<file path="config.mk">
export PLATFORM = sky130hd
export DESIGN_NAME = hmt_front
export DESIGN_NICKNAME = d
export VERILOG_FILES = /design/src/rtl/hmt_pkg.sv /design/src/rtl/hmt_front.sv
export VERILOG_INCLUDE_DIRS = /design/src /design/src/rtl
export SDC_FILE = /design/constraint.sdc
export NUM_CORES = 1
export LEC_CHECK = 0
export BUFFER_PORTS_ARGS = -buffer_cell sky130_fd_sc_hd__buf_2
export CAP_MARGIN = 20
export CORE_ASPECT_RATIO = 0.9
export CORE_MARGIN = 2
export CORE_UTILIZATION = 56
export DETAILED_ROUTE_END_ITERATION = 12
export GPL_TIMING_DRIVEN = 0
export HOLD_SLACK_MARGIN = 0.06
export PLACE_DENSITY = 0.83
export SLEW_MARGIN = 20
export SYNTH_ARGS = -nofsm -noshare
export SYNTH_HDL_FRONTEND = slang
export SYNTH_SLANG_ARGS = --single-unit
</file>
<file path="constraint.sdc">
create_clock -name clock -period 20.7 [get_ports clock]
set_clock_uncertainty 0.1 [all_clocks]
set_input_delay 4.14 -clock clock [delete_from_list [all_inputs] [get_ports clock]]
set_output_delay 4.14 -clock clock [all_outputs]
set_load 0.01 [all_outputs]
</file>
<file path="src/rtl/assert_macros.svh">
// assertion macros shared by the rtl files
`ifndef ASSERT_MACROS_SVH
`define ASSERT_MACROS_SVH

`ifndef NO_ASSERTIONS

// property must hold at every clock edge outside reset
`define ASSERT_PROP(label, clk, rst, prop) \
   label: assert property (@(posedge clk) disable iff (rst) (prop)) \
      else $error("assertion failed");

// expression must never be true outside reset
`define ASSERT_NEVER(label, clk, rst, expr) \
   label: assert property (@(posedge clk) disable iff (rst) !(expr)) \
      else $error("forbidden condition seen");

`else

`define ASSERT_PROP(label, clk, rst, prop)
`define ASSERT_NEVER(label, clk, rst, expr)

`endif

`endif

</file>
<file path="src/rtl/hmt_pkg.sv">
package hmt_pkg;

   localparam int unsigned TableDepthDefault = 32;
   localparam int unsigned QueueDepth        = 2;

   localparam int unsigned ID_W    = 32;
   localparam int unsigned PORT_W  = 16;
   localparam int unsigned BEAT_W  = 32;
   localparam int unsigned TIME_W  = 32;
   localparam int unsigned TMO_W   = 16;
   localparam int unsigned AVAIL_W = 6;

   localparam logic [ID_W-1:0]   SELF_ID_RESET        = 32'd1;
   localparam logic [PORT_W-1:0] SELF_PORT_RESET      = 16'd0;
   localparam logic [TMO_W-1:0]  FAIL_TIMEOUT_RESET   = 16'd5;
   localparam logic [TMO_W-1:0]  REMOVE_TIMEOUT_RESET = 16'd20;

   typedef enum logic [1:0] {
      OP_MERGE   = 2'd0,
      OP_TICK    = 2'd1,
      OP_RESTART = 2'd2
   } op_type;

   typedef enum logic [1:0] {
      CSR_SELF_ID        = 2'd0,
      CSR_SELF_PORT      = 2'd1,
      CSR_FAIL_TIMEOUT   = 2'd2,
      CSR_REMOVE_TIMEOUT = 2'd3
   } csr_type;

   typedef enum logic [2:0] {
      STATUS_ADDED     = 3'd0,
      STATUS_UPDATED   = 3'd1,
      STATUS_IGNORED   = 3'd2,
      STATUS_FULL      = 3'd3,
      STATUS_REMOVED   = 3'd4,
      STATUS_TICK      = 3'd5,
      STATUS_RESTARTED = 3'd6
   } status_type;

   typedef enum logic [2:0] {
      ST_IDLE,
      ST_MSCAN,
      ST_MDONE,
      ST_TSCAN,
      ST_TDONE,
      ST_RDONE
   } state_type;

   typedef struct packed {
      op_type              op;
      logic [ID_W-1:0]     node_id;
      logic [PORT_W-1:0]   node_port;
      logic [BEAT_W-1:0]   member_heartbeat;
      logic [TIME_W-1:0]   current_time;
   } item_type;

   typedef struct packed {
      logic [ID_W-1:0]     self_id;
      logic [PORT_W-1:0]   self_port;
      logic [TMO_W-1:0]    fail_timeout;
      logic [TMO_W-1:0]    remove_timeout;
   } cfg_type;

   typedef struct packed {
      logic [ID_W-1:0]     node_id;
      logic [PORT_W-1:0]   node_port;
      logic [BEAT_W-1:0]   heartbeat;
      logic [TIME_W-1:0]   timestamp;
   } slot_type;

endpackage

</file>
<file path="src/rtl/hmt_front.sv">
`include "assert_macros.svh"

module hmt_front (
   input  logic                              clock,
   input  logic                              reset,
   input  logic                              req_valid,
   output logic                              req_ready,
   input  logic [1:0]                        req_operation,
   input  logic [hmt_pkg::ID_W-1:0]          req_member_id,
   input  logic [hmt_pkg::PORT_W-1:0]        req_member_port,
   input  logic [hmt_pkg::BEAT_W-1:0]        req_member_heartbeat,
   input  logic [hmt_pkg::TIME_W-1:0]        req_current_time,
   output logic                              q_valid,
   output hmt_pkg::item_type                 q_item,
   input  logic                              q_pop
);

   localparam int unsigned PTR_W = (hmt_pkg::QueueDepth > 1) ? $clog2(hmt_pkg::QueueDepth) : 1;
   localparam int unsigned CNT_W = $clog2(hmt_pkg::QueueDepth + 1);
   localparam logic [PTR_W-1:0] PTR_LAST = PTR_W'(hmt_pkg::QueueDepth - 1);
   localparam logic [CNT_W-1:0] CNT_FULL = CNT_W'(hmt_pkg::QueueDepth);

   hmt_pkg::item_type q_mem_ff [hmt_pkg::QueueDepth];
   logic [PTR_W-1:0]  wr_ptr_ff, wr_ptr_in;
   logic [PTR_W-1:0]  rd_ptr_ff, rd_ptr_in;
   logic [CNT_W-1:0]  count_ff, count_in;

   hmt_pkg::item_type new_item;
   logic              keep;
   logic              push;

   // classify: unused operation code is dropped here
   always_comb begin
      new_item.node_id          = req_member_id;
      new_item.node_port        = req_member_port;
      new_item.member_heartbeat = req_member_heartbeat;
      new_item.current_time     = req_current_time;
      new_item.op               = hmt_pkg::OP_MERGE;
      keep                      = 1'b1;
      case (req_operation)
         hmt_pkg::OP_MERGE: begin
            new_item.op = hmt_pkg::OP_MERGE;
         end
         hmt_pkg::OP_TICK: begin
            new_item.op = hmt_pkg::OP_TICK;
         end
         hmt_pkg::OP_RESTART: begin
            new_item.op = hmt_pkg::OP_RESTART;
         end
         default: begin
            keep = 1'b0;
         end
      endcase
   end

   assign req_ready = (count_ff != CNT_FULL);
   assign push      = req_valid && req_ready && keep;
   assign q_valid   = (count_ff != '0);
   assign q_item    = q_mem_ff[rd_ptr_ff];

   always_comb begin
      wr_ptr_in = wr_ptr_ff;
      rd_ptr_in = rd_ptr_ff;
      count_in  = count_ff;
      if (push) begin
         wr_ptr_in = (wr_ptr_ff == PTR_LAST) ? '0 : wr_ptr_ff + PTR_W'(1);
      end
      if (q_pop) begin
         rd_ptr_in = (rd_ptr_ff == PTR_LAST) ? '0 : rd_ptr_ff + PTR_W'(1);
      end
      if (push && !q_pop) begin
         count_in = count_ff + CNT_W'(1);
      end else if (!push && q_pop) begin
         count_in = count_ff - CNT_W'(1);
      end
   end

   always_ff @(posedge clock) begin
      if (reset) begin
         wr_ptr_ff <= '0;
         rd_ptr_ff <= '0;
         count_ff  <= '0;
      end else begin
         wr_ptr_ff <= wr_ptr_in;
         rd_ptr_ff <= rd_ptr_in;
         count_ff  <= count_in;
      end
   end

   always_ff @(posedge clock) begin
      if (push) begin
         q_mem_ff[wr_ptr_ff] <= new_item;
      end
   end

   `ASSERT_NEVER(a_queue_overfill, clock, reset, count_ff > CNT_FULL)
   `ASSERT_NEVER(a_pop_empty, clock, reset, q_pop && (count_ff == '0))
   `ASSERT_PROP(a_head_stable, clock, reset, (q_valid && !q_pop) |=> $stable(q_item))

endmodule

</file>
# --- Word level (Yosys, flattened, before mapping) ---
# Memories as Yosys holds them, arrays and structs flattened. A register that Yosys moved wholly into a read port is not among the register bits.
# Index checks and enable logic that the tools add are counted.
classes:
  n_addsub: 4
  mul: 0
  div: 0
  n_lt_le_gt_ge: 0
  n_eq_ne: 3
  shifts: 0
  n_mux: 10
  bitwise_logic: 0
  n_reduce_logical: 10
ops:
  columns: ["op", "n"]
  rows:
  - ["2-to-1 mux 1 bit", 7]
  - ["logical AND 1 bit", 4]
  - ["2-to-1 mux 2 bit", 2]
  - ["case mux 2 bit (2 select lines)", 1]
  - ["nonzero test 2 bit", 2]
  - ["OR reduction 3 bit", 1]
  - ["adder 1 bit, second input constant", 2]
  - ["adder 2 x 1 -> 2 bit, second input constant", 1]
  - ["== test 2 x 1 -> 1 bit, second input constant", 1]
  - ["== test 2 bit, second input constant", 1]
  - ["zero test 1 bit", 2]
  - ["zero test 2 bit", 1]
  - ["inequality test 2 bit, second input constant", 1]
  - ["subtractor 2 x 1 -> 2 bit, second input constant", 1]
totals:
  ff_bits: 4
  latch_bits: 0
  ramBits: 228
  romBits: 0
  n_memories: 1
memory_table:
  columns: ["name", "depth", "width", "read_ports", "rd_ports_with_merged_regs", "write_ports", "line", "source"]
  rows:
  - ["q_mem_ff", 2, 114, 1, 1, 1, "hmt_front.sv:23", "hmt_pkg::item_type q_mem_ff [hmt_pkg::QueueDepth];"]

# --- Depth between registers and ports, before layout ---
logic_depth:
  word_depth: 8
  depth_mapped: 6
  depth_no_buf: 6

# --- Worst setup path after synthesis ---
# No wires, ideal clock.
synth_timing:
  path_kind: "input-to-reg"
  startpoint: "input port req_operation[0]"
  endpoint: "memory q_mem_ff[0][0] (netlist bit), enable pin"
  setup_time_ps: 602
  t_arrival_ps: 9439
  t_required_ps: 19998
  slack_ps: 10559
  stages: 3
  path_buffers: 0
  path_cell_list: "nand2_1 -> and3_4 -> nor2b_1"
synth_via:
  elab_chain_len: 6
  word_cells_on_any_way: 8
synth_lines:
  columns: ["element", "line", "source"]
  rows:
  - ["start: declaration", "hmt_front.sv:8", "input logic [1:0] req_operation,"]
  - ["== test 2 bit (tied with other cells)", "hmt_front.sv:40", "case (req_operation)"]
  - ["OR reduction 3 bit (no source line) (*)", null, null]
  - ["2-to-1 mux 1 bit (*)", "hmt_front.sv:40", null]
  - ["logical AND 1 bit (*)", "hmt_front.sv:57", "assign push = req_valid && req_ready && keep;"]
  - ["2-to-1 mux 1 bit (*)", "hmt_front.sv:91", "if (push) begin"]
  - ["2-to-1 mux 1 bit (not written as such) (*)", "hmt_front.sv:92", "q_mem_ff[wr_ptr_ff] <= new_item;"]
  - ["end: declaration", "hmt_front.sv:23", null]
# Every way passes the cells marked *; elsewhere a longest branch is shown, timed or not.

==> flow_summary.ini <==
[clock_tree]
cts.path.max_buffers = 3
cts_tree = done
clkTransAtPathRegs_ps = 60
post-cts-setup-buffers = 0
post_cts_resize_count = 0
cts.htree.levels = 1
cts_hold_buf = 0
cts_root_buffer = clkbuf_16
numCtsBuffers = 23
insertion_delay_ps = 480
cts.sink_count = 233

[min_path]
hold_path_end = rd_ptr_ff
hold_class = reg -> reg
holdPathStages = 2
min_from = rd_ptr_ff

[drt]
vias_per_cell = 5.132
ant_nets = 0
vias = 4424
drc_errors = 0
wl_per_cell_um = 18.33
dr.first_iter.drc_count = 238
drt-total-wl_um = 15800
first_pass_iters = 4

[timing]
fin_crit_ps = 6003
setup_viol = 0
worst_pin_slew_ps = 450.3
finalWorstSetupSlack_ps = 14700
fin_setup_tns_ps = 0
max_freq_mhz = 166.6
drv_slew = 0
timing_hold_violations_final = 0
rsz0062_at_grt = false
maxSlewHeadroom_pct = 69.98
finalCritPeriodShare_pct = 29.00

[placement]
place_ws_ps = 14650
dp_hpwl_um = 11140
io_buffers = 233
gp_congestion = 0.6876

[yosys]
avgSynthCellArea_um2 = 22.84
ys_seq_area_share_pct = 79.61
synth_cell_types = 21
yosys_warnings = 0
synth_area_um2 = 8726
ys_ff_latch = 233
syn_inst = 382
syn_nets = 501

[grt]
antenna_found_initial = 1
track_usage_pct = 18.10
grt_pass1_vias = 4612
grt-ovfl-total = 0
grt_pass1_wl_um = 23080
grt_max_degree = 46

[worst_setup_path]
r2r_start = count_ff[0]
cp.arrival_ps = 1760
r2r_cells = 5
cp-start-kind = register
worst_setup_path_end_kind = output port
crit_type = reg -> out
ff2ff_setup_slack_ps = 18400
r2r_end = q_mem_ff[1][65]
crit_required_ps = 16460
path_max_fanout = 10

[floorplanning]
rows = 43
dieHeight_um = 122.4
chipWidth_um = 135.6
coreArea_um2 = 15330
die_area_um2 = 16600
ios = 234
start_util_pct = 56.91

[run]
drv_cap = 0

[finish]
area_growth_pct = 25.92
fillCellCount = 959
drive_gt1_share_pct = 60.76
fin_nets = 767
num_antenna_cells = 0

[power]
ir_worst_vdd_mv = 0.07484
power_frac_seq_pct = 52.5
clockPowerShare_pct = 32.8
p_per_area_nw_per_um2 = 99.20
p_sw_uw = 243.5
combPwrFrac_pct = 14.7
leakage_nw = 4.262
intPower_uw = 846.6
p_sw_share_pct = 22.34

[status]
status = finished clean
worst max-delay path: stages, from the launching register on:
cell and delay [ps]:
dfxtp_1 320, buf_6 130, buf_8 160, buf_6 190, mux2_4 320, buf_2 140
how the worst max path moves through the flow:
stage                          start              end  slack, ps  cells after the start
floorplan           req_operation[0]   q_mem_ff[0][0]      10560                      3
global placement    req_operation[0]  q_mem_ff[0][66]       8120                      4
detailed placement  req_operation[0]  q_mem_ff[1][81]      14650                      6
CTS                         register       q_item[79]      14660                      5
global route                register       q_item[79]      14630                      5
finish                      register       q_item[43]      14700                      5
kinds of logic after synthesis:
| logic type | share of synthesized area, % |
|---|---|
| AOI/OAI and AO/OA | 0.1146 |
| xor gates and xnor gates | 0.3012 |
| adders and majority gates | 0.1434 |
| buffers and inverters | 1.405 |
| DFF | 79.61 |
| muxes | 17.42 |
| and+or+nand+nor | 1.004 |
layout by cell type (no fill, tap or decap), types with 2 or more instances in the layout:
master	Yosys	layout
clkbuf_16	0	23
mux2_2	55	55
clkinv_2	0	3
clkbuf_1	0	7
dfxtp_1	5	5
buf_16	0	5
buf_6	7	7
buf_12	0	3
edfxtp_1	228	228
nor2b_1	4	3
mux2_4	60	60
nor2_1	4	4
buf_2	5	238
clkinv_1	0	3
xor2_1	2	2
state kept, by name, summed over array words and instances, names as in the netlist, named ones only:
signal and count:
count_ff 2, rd_ptr_ff 1, q_mem_ff 228, wr_ptr_ff 1
area by class of cell:
class	count	area (µm²)	area share (%)
Buffer	13	118.9	1.082
Sequential cell	233	6947	63.22
Multi-Input combinational cell	135	1667	15.17
Timing Repair Buffer	241	1364	12.41
Tap cell	202	252.7	2.300
Clock buffer	30	601.8	5.477
Inverter	1	3.754	0.03416
Clock inverter	7	33.78	0.3074
metrics by stage:
stage               hold WS (ps)  power (mW)  util [%]  cell area, µm²  cells
floorplan                  379.9      0.6768         -            8726    382
global placement           394.2      0.7341     66.16           10140    817
detailed placement         406.3      0.7446     67.52           10350    825
CTS                        429.5       1.103     71.66           10990    862
global route               459.9       1.131     71.66           10990    862
finish                     425.5       1.090     71.66           10990    862
Yosys cell counts:
cell type  number  area share [%]
xor2_1          2            0.20
buf_6           7            0.90
o21ai_0         1           0.057
inv_1           1           0.043
buf_2           5            0.29
mux2_2         55             7.1
buf_8           1            0.17
nor2_1          4            0.17
mux2_4         60              10
or2_2           1           0.072
or3_1           1           0.072
dfxtp_1         5             1.1
a21oi_1         1           0.057
nand2_1         1           0.043
and3_4          1            0.13
edfxtp_1      228              78
xnor2_1         1            0.10
ha_1            1            0.14
and2_1          1           0.072
nor2b_1         4            0.29
nand2b_4        1            0.16
power by group through the flow:
stage / Sequential [mW] / Combinational (mW) / Clock (mW)
global route: 0.575 / 0.172 / 0.384
floorplan: 0.585 / 0.0915 / 0
finish: 0.572 / 0.160 / 0.358
CTS: 0.573 / 0.163 / 0.367
global placement: 0.590 / 0.145 / 0
detailed placement: 0.582 / 0.162 / 0
routing by layer:
metal / vias to the layer above / GRT usage (%) / share of wire, %
li1: 2038 / - / -
met4: 2 / 4.167 / 1.6
met2: 184 / 32.73 / 51
met3: 25 / 5.741 / 8.8
met1: 2175 / 21.22 / 39
met5: - / 0 / 0.082
(Power assumes the default switching activity.)
